[config.mk]
export PLATFORM = sky130hd
export DESIGN_NAME = bclfu_cell
export DESIGN_NICKNAME = d
export VERILOG_FILES = /design/src/hdl/block_cache_lfu_refcount_macros.svh /design/src/hdl/bclfu_pkg.sv /design/src/hdl/bclfu_cell.sv
export SDC_FILE = /design/constraint.sdc
export NUM_CORES = 1
export LEC_CHECK = 0
export ABC_AREA = 1
export CAP_MARGIN = 10
export CORE_ASPECT_RATIO = 1.2
export CORE_MARGIN = 4
export CORE_UTILIZATION = 52
export DETAILED_ROUTE_END_ITERATION = 12
export DONT_BUFFER_PORTS = 1
export PLACE_DENSITY = 0.69
export SYNTH_ARGS = -nofsm -noshare
export SYNTH_HDL_FRONTEND = slang
export SYNTH_SLANG_ARGS = --single-unit
export TNS_END_PERCENT = 50
[constraint.sdc]
create_clock -name clk -period 4.02 [get_ports clk]
set_input_delay 0.804 -clock clk [delete_from_list [all_inputs] [get_ports clk]]
set_output_delay 0.804 -clock clk [all_outputs]
set_load 0.1 [all_outputs]
[src/hdl/block_cache_lfu_refcount_macros.svh]
// Assertion helpers used by block_cache_lfu_refcount.sv.
`ifndef BLOCK_CACHE_LFU_REFCOUNT_MACROS_SVH
`define BLOCK_CACHE_LFU_REFCOUNT_MACROS_SVH

// Checked on the rising edge of clk, quiet while rst is high.
`define BCLFU_ASSERT(label, prop, msg) \
  label: assert property (@(posedge clk) disable iff (rst) (prop)) else $error(msg);

// Implication form, same clock and reset.
`define BCLFU_ASSERT_IMP(label, ante, cons, msg) \
  `BCLFU_ASSERT(label, (ante) |-> (cons), msg)

// Next-cycle implication form.
`define BCLFU_ASSERT_NEXT(label, ante, cons, msg) \
  `BCLFU_ASSERT(label, (ante) |=> (cons), msg)

`endif

[src/hdl/bclfu_pkg.sv]
`default_nettype none
package bclfu_pkg;

  localparam int IDX_W   = 8;   // wide enough for the largest entry count
  localparam int BLOCK_W = 32;
  localparam int HITS_W  = 32;
  localparam int REFS_W  = 8;
  localparam int DRV_W   = 2;
  localparam int SLOT_W  = 5;
  localparam int ACT_W   = 2;
  localparam int STAT_W  = 3;
  localparam int MASK_W  = 4;

  typedef logic [IDX_W-1:0] idx_t;

  localparam logic [ACT_W-1:0] ACT_LOCK   = 2'd0;
  localparam logic [ACT_W-1:0] ACT_UNLOCK = 2'd1;
  localparam logic [ACT_W-1:0] ACT_ACCESS = 2'd2;
  localparam logic [ACT_W-1:0] ACT_NOP    = 2'd3;  // undefined action code

  localparam logic [STAT_W-1:0] ST_OK       = 3'd0;
  localparam logic [STAT_W-1:0] ST_FULL     = 3'd1;
  localparam logic [STAT_W-1:0] ST_MISMATCH = 3'd2;
  localparam logic [STAT_W-1:0] ST_UNREF    = 3'd3;
  localparam logic [STAT_W-1:0] ST_ABSENT   = 3'd4;

  typedef enum logic [2:0] {
    OP_NONE,
    OP_HIT,
    OP_ALLOC,
    OP_UNLOCK,
    OP_ACCESS
  } op_t;

  typedef enum logic [1:0] {
    S_IDLE,
    S_SCAN,
    S_DONE
  } state_t;

  typedef struct packed {
    logic [ACT_W-1:0]   action;
    logic [DRV_W-1:0]   drive;
    logic [BLOCK_W-1:0] block_num;
    logic [SLOT_W-1:0]  slot;
  } req_t;

  // Search record walking down the row of entries.
  typedef struct packed {
    logic              valid;
    logic              found;
    idx_t              hit_idx;
    logic              have;
    idx_t              best_idx;
    logic [HITS_W-1:0] best_hits;
    logic              sel_valid;
    logic [REFS_W-1:0] sel_refs;
    logic [DRV_W-1:0]  sel_drive;
    logic              sel_loaded;
  } carry_t;

  typedef struct packed {
    op_t  op;
    idx_t idx;
  } commit_t;

endpackage
`default_nettype wire

[src/hdl/bclfu_cell.sv]
`default_nettype none
module bclfu_cell
  import bclfu_pkg::*;
#(
  parameter int IDX = 0
) (
  input  wire logic    clk,
  input  wire logic    rst,
  input  wire req_t    req,
  input  wire carry_t  carry_in,
  output carry_t       carry_out,
  input  wire commit_t commit
);

  localparam idx_t MY_IDX = idx_t'(IDX);

  logic [DRV_W-1:0]   drive;
  logic [BLOCK_W-1:0] block_num;
  logic [REFS_W-1:0]  refs;
  logic [HITS_W-1:0]  hits;
  logic               loaded;

  carry_t carry_next;
  logic   match;
  logic   is_slot;
  logic   mine;

  assign match   = (block_num == req.block_num) && (drive == req.drive);
  assign is_slot = (idx_t'(req.slot) == MY_IDX);
  assign mine    = (commit.idx == MY_IDX);

  always_comb begin
    carry_next = carry_in;
    if (!carry_in.found && match) begin
      carry_next.found   = 1'b1;
      carry_next.hit_idx = MY_IDX;
    end
    // strict less-than keeps the lowest index on ties
    if ((refs == '0) && (!carry_in.have || (hits < carry_in.best_hits))) begin
      carry_next.have      = 1'b1;
      carry_next.best_idx  = MY_IDX;
      carry_next.best_hits = hits;
    end
    if (is_slot) begin
      carry_next.sel_valid  = 1'b1;
      carry_next.sel_refs   = refs;
      carry_next.sel_drive  = drive;
      carry_next.sel_loaded = loaded;
    end
  end

  always_ff @(posedge clk) begin
    if (rst) begin
      carry_out.valid <= 1'b0;
    end else begin
      carry_out <= carry_next;
    end
  end

  always_ff @(posedge clk) begin
    if (rst) begin
      drive     <= '0;
      block_num <= '0;
      refs      <= '0;
      hits      <= '0;
      loaded    <= 1'b0;
    end else if (mine) begin
      case (commit.op)
        OP_HIT: begin
          if (refs != '1) refs <= refs + 1'b1;
          if (hits != '1) hits <= hits + 1'b1;
        end
        OP_ALLOC: begin
          drive     <= req.drive;
          block_num <= req.block_num;
          refs      <= REFS_W'(1);
          hits      <= HITS_W'(1);
          loaded    <= 1'b0;
        end
        OP_UNLOCK: refs <= refs - 1'b1;
        OP_ACCESS: loaded <= 1'b1;
        default: ;
      endcase
    end
  end

endmodule
`default_nettype wire
==> results of run 1 <==
cells in the final DEF (no fill, tap or decap), drive strengths merged, types with 2 or more instances in the layout:
master	count
a21boi	9
a21oi	64
buf	7
clkbuf	24
clkinv	8
dfxtp	76
edfxtp	62
ha	38
inv	132
mux2	2
nand2	255
nand3	67
nand4	20
nor2	136
nor3	26
nor4	4
o21ai	62
o22ai	2
or2	8
xnor2	15
xor2	21
stage by stage:
step	instance area (um2)	total power, mW
after global placement	8020	1.87
after detailed placement	8020	1.87
after global routing	8600	3.48
after floorplan	7850	1.85
final	8600	3.36
after CTS	8600	3.39
how the worst max path moves through the flow:
stage / start / to / slack [ns] / depth (start not counted)
after detailed placement: commit[9] / block_num[1] / 1.0 / 9
after CTS: commit[9] / block_num[1] / 1.45 / 9
after floorplan: rst / block_num[10] / 0.45 / 6
final: commit[9] / block_num[1] / 1.45 / 9
after global routing: commit[9] / block_num[5] / 1.14 / 9
after global placement: commit[9] / block_num[11] / 1.07 / 9
where the power goes:
group | total, mW | leakage (nW) | internal (mW) | switching [mW]
Clock | 1.52 | 0.294 | 0.952 | 0.569
Combinational | 0.107 | 2.21 | 0.0390 | 0.0682
Sequential | 1.73 | 1.24 | 1.50 | 0.234
Total | 3.36 | 3.74 | 2.49 | 0.871
cell families after synthesis:
group,Yosys count,share of synthesized area
XOR/XNOR,36,0.0402
adder cells (fa/ha/maj),39,0.0631
multiplexers,2,0.00287
buffers and inverters,166,0.0837
AO/OA/AOI/OAI,141,0.0957
flip-flops,138,0.431
AND/OR/NAND/NOR,517,0.283
synthesized netlist by cell type, drive strengths merged:
| library cell | count | area share |
|---|---|---|
| nand2 | 255 | 0.12 |
| nor2 | 136 | 0.069 |
| inv | 133 | 0.064 |
| dfxtp | 76 | 0.19 |
| nand3 | 67 | 0.045 |
| a21oi | 64 | 0.041 |
| edfxtp | 62 | 0.24 |
| o21ai | 62 | 0.040 |
| ha | 38 | 0.061 |
| nor3 | 26 | 0.018 |
| xor2 | 21 | 0.023 |
| nand4 | 20 | 0.016 |
| clkbuf | 17 | 0.0081 |
| buf | 15 | 0.011 |
| xnor2 | 15 | 0.017 |
| a21boi | 9 | 0.0086 |
| or2 | 8 | 0.0067 |
| nor4 | 4 | 0.0032 |
| mux2 | 2 | 0.0029 |
| o22ai | 2 | 0.0016 |
| a211o | 1 | 0.0011 |
| a22o | 1 | 0.0011 |
| a22oi | 1 | 0.00096 |
| clkinv | 1 | 0.00048 |
| fa | 1 | 0.0026 |
| nor3b | 1 | 0.00096 |
| o21a | 1 | 0.00096 |
flip-flops by register name, indices dropped and copies added (netlist names):
| signal | cells |
|---|---|
| carry_out | 63 |
| block_num | 32 |
| hits | 32 |
| refs | 8 |
| drive | 2 |
| loaded | 1 |
metal layers:
| metal | global-route usage | share of wire | up-vias |
|---|---|---|---|
| met1 | 0.271 | 0.43 | 2899 |
| met3 | 0.0569 | 0.058 | 31 |
| met4 | 0.0820 | 0.022 | 0 |
| met5 | 0 | 0 | - |
| li1 | - | - | 3368 |
| met2 | 0.371 | 0.49 | 151 |
worst max-delay path, delay by kind of cell:
family	cells	cell delay [ns]
AO/OA/AOI/OAI	2	0.39
buffers and inverters	4	1.02
AND/OR/NAND/NOR	3	0.60
area by class of cell:
type,count,share of cell area
clock buffers,24,0.0601
inverters,134,0.0586
well taps,200,0.0291
repair buffers,7,0.00757
multi-input cells,735,0.444
clock inverters,7,0.00742
flip-flops and latches,138,0.393
==> impl_results.md, run 1 <==
- Diode count: 0
- Smallest hold slack: 0.457 ns
- Initial DRT Pass Iterations: 5
- Worst-case reg-to-reg path depth: 14
- DRC Markers: 0
- Slack of the critical path: 1.45 ns
- Top fanout value on the critical path: 39
- First-pass GRT wire length: 30.0 mm
- Setup bufs post-CTS: 0
- Launch instance of the worst min-delay path: loaded
- Mean routed wirelength per cell: 14.9 um
- Die outline area: 17100 um2
- Per-cell via count in the routed design: 5.18
- Wire length after detailed routing: 18.6 mm
- Cell depth of the worst hold path: 2
- Buffers from clock root to sink, at most: 2
- Maximum number of pins on one net before global-route repair: 65
- Number of cells after detailed placement: 1214
- Antenna violations before repair: 0
- Seq cells post-synth: 138
- ANT nets after route: 0
- Pin slew with the least headroom to its limit: 1.03 ns
- Setup TNS: 0 ns
- Category of the worst setup path launch point: input pin
- Warning count from the yosys run: 0
- Number of rows created at floorplan: 48
- Number of fill cells in the layout: 1388
- Skew final: 0.00956 ns
- Highest ir drop seen on vdd: 0.260 mV
- Result of the run: completed
- Data required time of the critical path: 4.29 ns
- Total global-route track usage: 0.220
- Area taken by multi-input logic gates: 3820 um2
- Routability Congestion: 0.944
- Crit path time final: 2.57 ns
- Area delta synth->final: 9.60%
- Number of buffers added on ports: 0
- Slew Viols, Final: 0
- Clock net sink count: 138
- Power per Cell Area: 391 nW/um2
- Count of final setup violators: 0
- Distinct cell type count of the synthesized netlist: 44
- Leakage dissipation: 3.74 nW
- Sequential fraction of the synthesis area: 0.431
- Relative max-transition margin: 0.312
- Initial core utilization: 0.538
- Final core utilization: 0.589
- Fmax: 0.390 GHz
- # Max-Cap Violations: 0
- Post-synthesis instance area: 7850 um2
- Reg-to-reg critical path startpoint: hits[0]
- Ordered list of cells on the worst path: inv_1, or2_4, nor2_8, inv_2, nor2_2, buf_4, inv_1, o21ai_0, a21oi_1
- RSZ-0062 raised after global routing: no
- Post-route insts no fill: 1245
- Critical path data arrival time: 2.84 ns
- Min-Delay Endpoint: loaded
- CTS Hold Buffers Added: 0
- Classification of the worst-slack hold path: reg2reg
- Instance count of the mapped netlist: 1039
- Fraction of final layout cells sized beyond drive strength 1: 0.0689
- CTS Root Cell: sky130_fd_sc_hd__clkbuf_16
- Worst-case setup slack after placement: 0.999 ns
- H-tree level count: 4
- Final critical-path share of the clock period: 0.638
- 1st-iter DRT viols: 410
- Total Nets Final: 1189
- Flop-to-flop setup slack: 1.72 ns
- Number of buffers inserted during clock tree synthesis: 17
- Leftover overflow at the end of global routing: 0
- Worst reg2reg endpoint: hits[24]
- Area of all sequential standard cells: 3380 um2
- Via count of the first global-routing pass: 6054
- Number of vias in the routed layout: 6449
- Post-Synthesis Mean Instance Area: 7.55 um2
- Worst skew pair latency: 0.42 ns
- I/O pins: 180
- Cell seen most often among critical-path stages: sky130_fd_sc_hd__inv_1
- Type of destination of the critical path: register
- Die boundary height: 143 um
- Die width: 120 um
- TritonCTS clock tree: yes
- Clk slew on worst S/H paths: 0.06 ns
- Worst setup path class: in2reg
- Critical path's slowest cell: sky130_fd_sc_hd__inv_1
- Area of the core: 14600 um2
- Half-perimeter wire length after detailed placement: 13.8 mm
- Critical path's largest stage delay: 0.49 ns
- Hold violation count in the final report: 0
- Post-cts repair resize count: 0
- Synthesized Nets: 1195
No activity file was read; power rests on OpenSTA's default activity.
==> run 2: changes to the inputs <==
--- a/config.mk
+++ b/config.mk
@@ -12,7 +12,7 @@
 export CORE_UTILIZATION = 52
 export DETAILED_ROUTE_END_ITERATION = 12
 export DONT_BUFFER_PORTS = 1
-export PLACE_DENSITY = 0.69
+export PLACE_DENSITY = 0.72
 export SYNTH_ARGS = -nofsm -noshare
 export SYNTH_HDL_FRONTEND = slang
 export SYNTH_SLANG_ARGS = --single-unit
==> constraint.sdc (replaced) <==
create_clock -name clk -period 2.2 [get_ports clk]
set_input_delay 0.44 -clock clk [delete_from_list [all_inputs] [get_ports clk]]
set_output_delay 0.44 -clock clk [all_outputs]
set_load 0.1 [all_outputs]
==> run 2 against run 1 <==
Against the previous run: sequential share of layout area decreased by 3.5 points; largest cell class unchanged; worst hold slack worse by 0.37 ns; setup slack got worse by 1.3 ns; critical path type is now reg2reg; first-iteration DRC count rose by 9.5%; register-to-register slack lost 1.5 ns; flip-flop and latch count unchanged; power increased by 82%; utilization is 5.9 points higher; cell count is 8.5% higher; sequential power increased by 59%; highest routed layer unchanged; wire length is 9.3% higher; via count grew 8.3%.
==> impl_results.md, run 2 (synthesis gave the netlist of run 1 again) <==
- Met1 demand-to-capacity share in global routing: 0.280 (+0.00923)
- Number of vias in the routed layout: 6983 (+8.3%)
- Largest registers: carry_out: 63 flops, block_num: 32 flops, hits: 32 flops
- Clock net sink count: 138 (unchanged)
- Total Nets Final: 1294 (+8.8%)
- Non-Filler Cell Area, Final: 9460 um2 (+10%)
- Slew Viols, Final: 0 (unchanged)
- Initial DRT Pass Iterations: 4 (-1)
- Category of the worst setup path launch point: register
- Fraction of final layout cells sized beyond drive strength 1: 0.159 (+0.0901)
- Number of fill cells in the layout: 1271 (-8.4%)
- Area post-placement: 8850 um2 (+10%)
- Count of final setup violators: 0 (unchanged)
- 1st-iter DRT viols: 449 (+9.5%)
- Die outline area: 17100 um2 (unchanged)
- Half-perimeter wire length after detailed placement: 15.0 mm (+8.6%)
- Via count of the first global-routing pass: 6808 (+12%)
- Data required time of the critical path: 2.38 ns (-1.91 ns)
- Relative max-transition margin: 0.242 (-0.0703)
- Hold violation count in the final report: 0 (unchanged)
- Total global-route track usage: 0.233 (+0.0137)
- Skew final: 0.00992 ns (+0.000362 ns)
- First-pass GRT wire length: 32.0 mm (+6.7%)
- H-tree level count: 4 (unchanged)
- Top fanout value on the critical path: 8 (-79%)
- Diode count: 0 (unchanged)
- Wire length after detailed routing: 20.3 mm (+9.3%)
- Area taken by multi-input logic gates: 3820 um2 (+0.23%)
- Maximum number of pins on one net before global-route repair: 66 (+1.5%)
- Number of buffers added on ports: 0 (unchanged)
- TritonCTS clock tree: yes
- Die width: 120 um (unchanged)
- Classification of the worst-slack hold path: in2reg
- Power per Cell Area: 648 nW/um2 (+66%)
- RSZ-0062 raised after global routing: no
- Worst setup path class: reg2reg
- Area delta synth->final: 20.5%
- Leftover overflow at the end of global routing: 0 (unchanged)
- # Max-Cap Violations: 0 (unchanged)
- Per-cell via count in the routed design: 5.17 (-0.22%)
- Critical path data arrival time: 2.20 ns (-0.64 ns)
- Worst skew pair latency: 0.42 ns (about the same)
- CTS Root Cell: sky130_fd_sc_hd__clkbuf_16
- Initial core utilization: 0.538 (unchanged)
- Antenna violations before repair: 0 (unchanged)
- Type of destination of the critical path: register
- Largest register FFs: 63 (unchanged)
- Area of the core: 14600 um2 (unchanged)
- I/O pins: 180 (unchanged)
- Mean routed wirelength per cell: 15.0 um (+0.77%)
- Register with the most flip-flops: carry_out
- Met2 Use GR: 0.409 (+0.0379)
- Number of rows created at floorplan: 48 (unchanged)
- Number of buffers inserted during clock tree synthesis: 17 (unchanged)
- Commonest cells after routing, fill and taps aside: 248 x sky130_fd_sc_hd__nand2_1, 130 x sky130_fd_sc_hd__nor2_1, 125 x sky130_fd_sc_hd__inv_1
- Routability Congestion: 0.945 (+0.18%)
- Crit path time final: 2.02 ns
- CTS Hold Buffers Added: 0 (unchanged)
- Setup bufs post-CTS: 0 (unchanged)
- Grt met3 use: 0.0533 (-0.00358)
- ANT nets after route: 0 (unchanged)
- Final core utilization: 0.648 (+0.0586)
- Highest ir drop seen on vdd: 0.377 mV (+45%)
- DRC Markers: 0 (unchanged)
- Die boundary height: 143 um (unchanged)
- Global-route layer with the greatest usage: met2
- Leakage dissipation: 4.29 nW (+15%)
- Pin slew with the least headroom to its limit: 1.13 ns (+0.105 ns)
- Clk slew on worst S/H paths: 0.06 ns (about the same)
- Fmax: 0.495 GHz
- Buffers from clock root to sink, at most: 2 (unchanged)
- Result of the run: completed
- Final critical-path share of the clock period: 0.918
- Area of all sequential standard cells: 3380 um2 (about the same)
- Commonest non-fill, non-tap cell in the layout: sky130_fd_sc_hd__nand2_1
==> run 2: worst paths after layout <==
| path | from | to | slack [ns] | cells past startpoint |
|---|---|---|---|---|
| setup / recovery | hits[5] | carry_out[23] | 0.18 | 14 |
| setup reg to reg | hits[5] | carry_out[23] | 0.18 | 14 |
| hold / removal | rst | refs[7] | 0.08 | 1 |
| hold reg to reg | block_num[11] | block_num[11] | 0.47 | 2 |
==> run 2: repair_timing <==
item                                    4_1_cts  5_1_grt
resized for setup                             0        5
endpoints found under the setup margin        0       35
hold endpoints to repair                      0        0
==> run 2: where the power goes <==
| group | total (mW) | internal [mW] | switching [mW] |
|---|---|---|---|
| sequential | 2.75 | 2.73 | 0.0160 |
| combinational | 0.704 | 0.147 | 0.557 |
| clock | 2.67 | 1.54 | 1.13 |
==> run 2: layout make-up <==
type,instances,area share
Sequential cell,138,0.358
Inverter,134,0.0533
Timing Repair Buffer,112,0.0991
Clock buffer,19,0.0491
Tap cell,200,0.0265
Clock inverter,13,0.00953
Multi-Input combinational cell,735,0.405
==> run 2: worst max-delay path, stage by stage (launching register included) <==
cell                        delay (ns)
sky130_fd_sc_hd__dfxtp_1          0.31
sky130_fd_sc_hd__ha_1             0.28
sky130_fd_sc_hd__a21oi_1          0.13
sky130_fd_sc_hd__nor2_1           0.06
sky130_fd_sc_hd__nor3_1           0.13
sky130_fd_sc_hd__nand2_1          0.10
sky130_fd_sc_hd__nand2_1          0.07
sky130_fd_sc_hd__nand2_1          0.08
sky130_fd_sc_hd__nand2_1          0.07
sky130_fd_sc_hd__nand2_1          0.05
sky130_fd_sc_hd__nand2_2          0.11
sky130_fd_sc_hd__nand2_4          0.09
sky130_fd_sc_hd__clkbuf_16        0.20
sky130_fd_sc_hd__nand2_1          0.06
sky130_fd_sc_hd__nand2_1          0.05
==> run 2: through the flow <==
stage / setup TNS [ns] / hold slack, ns / worst slack, ns / power, mW / cells
after floorplan: -0.325 / 0.439 / -0.153 / 3.38 / 1039
after global placement: -0.120 / 0.448 / -0.0318 / 3.50 / 1317
after detailed placement: -0.613 / 0.459 / -0.0306 / 3.51 / 1317
after CTS: 0 / 0.0641 / 0.133 / 6.17 / 1349
after global routing: 0 / 0.0686 / 0.00739 / 6.32 / 1351
final: 0 / 0.0848 / 0.181 / 6.12 / 1351
==> run 2: routing by layer <==
layer	up-vias	part of all wire
li1	3578	-
met1	3188	0.42
met2	180	0.50
met3	37	0.052
met4	0	0.023
met5	-	0
==> run 3: changes to the inputs <==
--- a/config.mk
+++ b/config.mk
@@ -10,6 +10,7 @@
 export CORE_ASPECT_RATIO = 1.2
 export CORE_MARGIN = 4
 export CORE_UTILIZATION = 52
+export CTS_BUF_LIST = sky130_fd_sc_hd__clkbuf_4 sky130_fd_sc_hd__clkbuf_8
 export DETAILED_ROUTE_END_ITERATION = 12
 export DONT_BUFFER_PORTS = 1
 export PLACE_DENSITY = 0.72
==> run 3 against run 2 <==
Against the previous run: sequential power barely moved; via count is 0.11% lower; maximum frequency rose by 0.61%; cell count about the same; first-iteration DRC count up 5.3%; setup slack gained 0.012 ns; count of clock-buffer cells in the layout fell by 1; critical path depth rose by 2; wire length barely moved; combinational power rose by 0.6%; register-to-register slack about the same.
==> impl_results.md, run 3 (synthesis gave the netlist of run 1 again) <==
- Via count of the first global-routing pass: 6798 (-0.15%)
- Pin slew with the least headroom to its limit: 1.10 ns (-0.0371 ns)
- Fraction of final layout cells sized beyond drive strength 1: 0.166 (+0.00681)
- TritonCTS clock tree: yes
- Slew Viols, Final: 0 (unchanged)
- Mean routed wirelength per cell: 15.0 um (-0.14%)
- Beginning of the critical path: hits[3]
- Die outline area: 17100 um2 (unchanged)
- Area of all sequential standard cells: 3390 um2 (+0.11%)
- Worst reg2reg endpoint: carry_out[19]
- Worst-case setup slack after placement: -0.0306 ns (unchanged)
- Smallest hold slack: 0.0591 ns (-0.0257 ns)
- Area delta synth->final: 18.9%
- Area taken by multi-input logic gates: 3860 um2 (+0.82%)
- Critical path data arrival time: 2.21 ns (about the same)
- Wire length after detailed routing: 20.3 mm (about the same)
- Hold violation count in the final report: 0 (unchanged)
- Category of the worst setup path launch point: register
- Antenna violations before repair: 0 (unchanged)
- Worst setup path endpoint: carry_out[19]
- Number of buffers inserted during clock tree synthesis: 17 (unchanged)
- DRC Markers: 0 (unchanged)
- Commonest cells after routing, fill and taps aside: 247 x sky130_fd_sc_hd__nand2_1, 130 x sky130_fd_sc_hd__nor2_1, 125 x sky130_fd_sc_hd__inv_1
- Largest register FFs: 63 (unchanged)
- H-tree level count: 4 (unchanged)
- Flop-to-flop setup slack: 0.19 ns (about the same)
- Clock net sink count: 138 (unchanged)
- # Max-Cap Violations: 0 (unchanged)
- Maximum number of pins on one net before global-route repair: 66 (unchanged)
- Die boundary height: 143 um (unchanged)
- Non-Filler Cell Area, Final: 9330 um2 (-1.3%)
- Fmax: 0.498 GHz (+0.61%)
- I/O pins: 180 (unchanged)
- Number of vias in the routed layout: 6975 (-0.11%)
- Commonest non-fill, non-tap cell in the layout: sky130_fd_sc_hd__nand2_1
- CTS Hold Buffers Added: 0 (unchanged)
- Top fanout value on the critical path: 8 (unchanged)
- Routability Congestion: 0.945 (unchanged)
- First-pass GRT wire length: 31.7 mm (-0.73%)
- Crit path time final: 2.01 ns (-0.0122 ns)
- Highest ir drop seen on vdd: 0.440 mV (+17%)
- Largest registers: carry_out: 63 flops, block_num: 32 flops, hits: 32 flops
- Register with the most flip-flops: carry_out
- Leakage dissipation: 4.22 nW (-1.7%)
- Clk slew on worst S/H paths: 0.08 ns (+0.02 ns)
- Final core utilization: 0.639 (-0.00866)
- Type of destination of the critical path: register
- Area post-placement: 8850 um2 (unchanged)
- Number of cells after detailed placement: 1317 (unchanged)
- Worst-case reg-to-reg path depth: 16 (+2)
- Die width: 120 um (unchanged)
- Area of the core: 14600 um2 (unchanged)
- Buffers from clock root to sink, at most: 2 (unchanged)
- Initial DRT Pass Iterations: 5 (+1)
- Worst setup path class: reg2reg
- Total Nets Final: 1295 (+0.077%)
- Setup TNS: 0 ns (unchanged)
- Number of buffers added on ports: 0 (unchanged)
- Result of the run: completed
- CTS Root Cell: sky130_fd_sc_hd__clkbuf_8
- Per-cell via count in the routed design: 5.16 (-0.19%)
- Worst skew pair latency: 0.45 ns (+0.03 ns)
- Slack of the critical path: 0.193 ns (+0.0122 ns)
- Leftover overflow at the end of global routing: 0 (unchanged)
- Diode count: 0 (unchanged)
- Reg-to-reg critical path startpoint: hits[3]
- 1st-iter DRT viols: 473 (+5.3%)
- Classification of the worst-slack hold path: in2reg
- Final critical-path share of the clock period: 0.912 (-0.00552)
- Skew final: 0.0108 ns (+0.000852 ns)
- Count of final setup violators: 0 (unchanged)
- Relative max-transition margin: 0.267 (+0.0248)
- Number of fill cells in the layout: 1298 (+2.1%)
- Total global-route track usage: 0.231 (-0.00213)
- Design Power: 5.42 mW (-12%)
- ANT nets after route: 0 (unchanged)
- Post-route insts no fill: 1352 (+0.074%)
- Initial core utilization: 0.538 (unchanged)
- Data required time of the critical path: 2.40 ns (+0.02 ns)
- Number of rows created at floorplan: 48 (unchanged)
- Power per Cell Area: 581 nW/um2 (-10%)
- Half-perimeter wire length after detailed placement: 15.0 mm (unchanged)
[run 3: routing by layer]
metal / global-route usage / wire length, um / vias up
met4: 0.0947 / 486 / 0
met3: 0.0541 / 1220 / 34
met1: 0.277 / 8460 / 3156
li1: - / - / 3583
met5: 0 / 0 / -
met2: 0.400 / 10100 / 202
[run 3: worst min-delay path by stage]
stage	start	endpoint	slack, ns	cells after the start
finish	rst	refs[6]	0.06	1
global route	rst	hits[11]	0.02	1
CTS	rst	refs[3]	0.02	1
detailed placement	block_num[11]	block_num[11]	0.46	2
global placement	loaded	loaded	0.45	2
floorplan	loaded	loaded	0.44	2
[run 3: report_power, final]
part	total, mW	switching, mW	leakage, nW	internal (mW)
Combinational	0.708	0.558	2.78	0.149
Clock	1.96	1.04	0.194	0.924
Sequential	2.75	0.0159	1.24	2.73
[run 3: cell type report]
cell class	instances	area share
inverter	134	0.0541
timing repair buffer	113	0.103
multi-input combinational	735	0.413
clock inverter	14	0.0129
sequential	138	0.363
clock buffer	18	0.0266
tap	200	0.0268
[run 3: timing repair]
| action | 4_1_cts | 5_1_grt |
|---|---|---|
| endpoints found under the setup margin | 0 | 39 |
| resized for setup | 0 | 12 |
| buffers inserted | 0 | 0 |
[run 3: critical path: stages (launching register included)]
cell and delay, ns:
sky130_fd_sc_hd__dfxtp_2 0.34, sky130_fd_sc_hd__ha_1 0.28, sky130_fd_sc_hd__nand2_1 0.07, sky130_fd_sc_hd__inv_1 0.04, sky130_fd_sc_hd__nand2_1 0.05, sky130_fd_sc_hd__nand2_1 0.06, sky130_fd_sc_hd__nand2_1 0.06, sky130_fd_sc_hd__nand2_1 0.07
sky130_fd_sc_hd__nand2_1 0.07, sky130_fd_sc_hd__nand2_1 0.08, sky130_fd_sc_hd__nand2_1 0.07, sky130_fd_sc_hd__nand2_1 0.05, sky130_fd_sc_hd__nand2_2 0.11, sky130_fd_sc_hd__nand2_4 0.10, sky130_fd_sc_hd__clkbuf_16 0.20, sky130_fd_sc_hd__nand2_1 0.06
sky130_fd_sc_hd__nand2_1 0.05
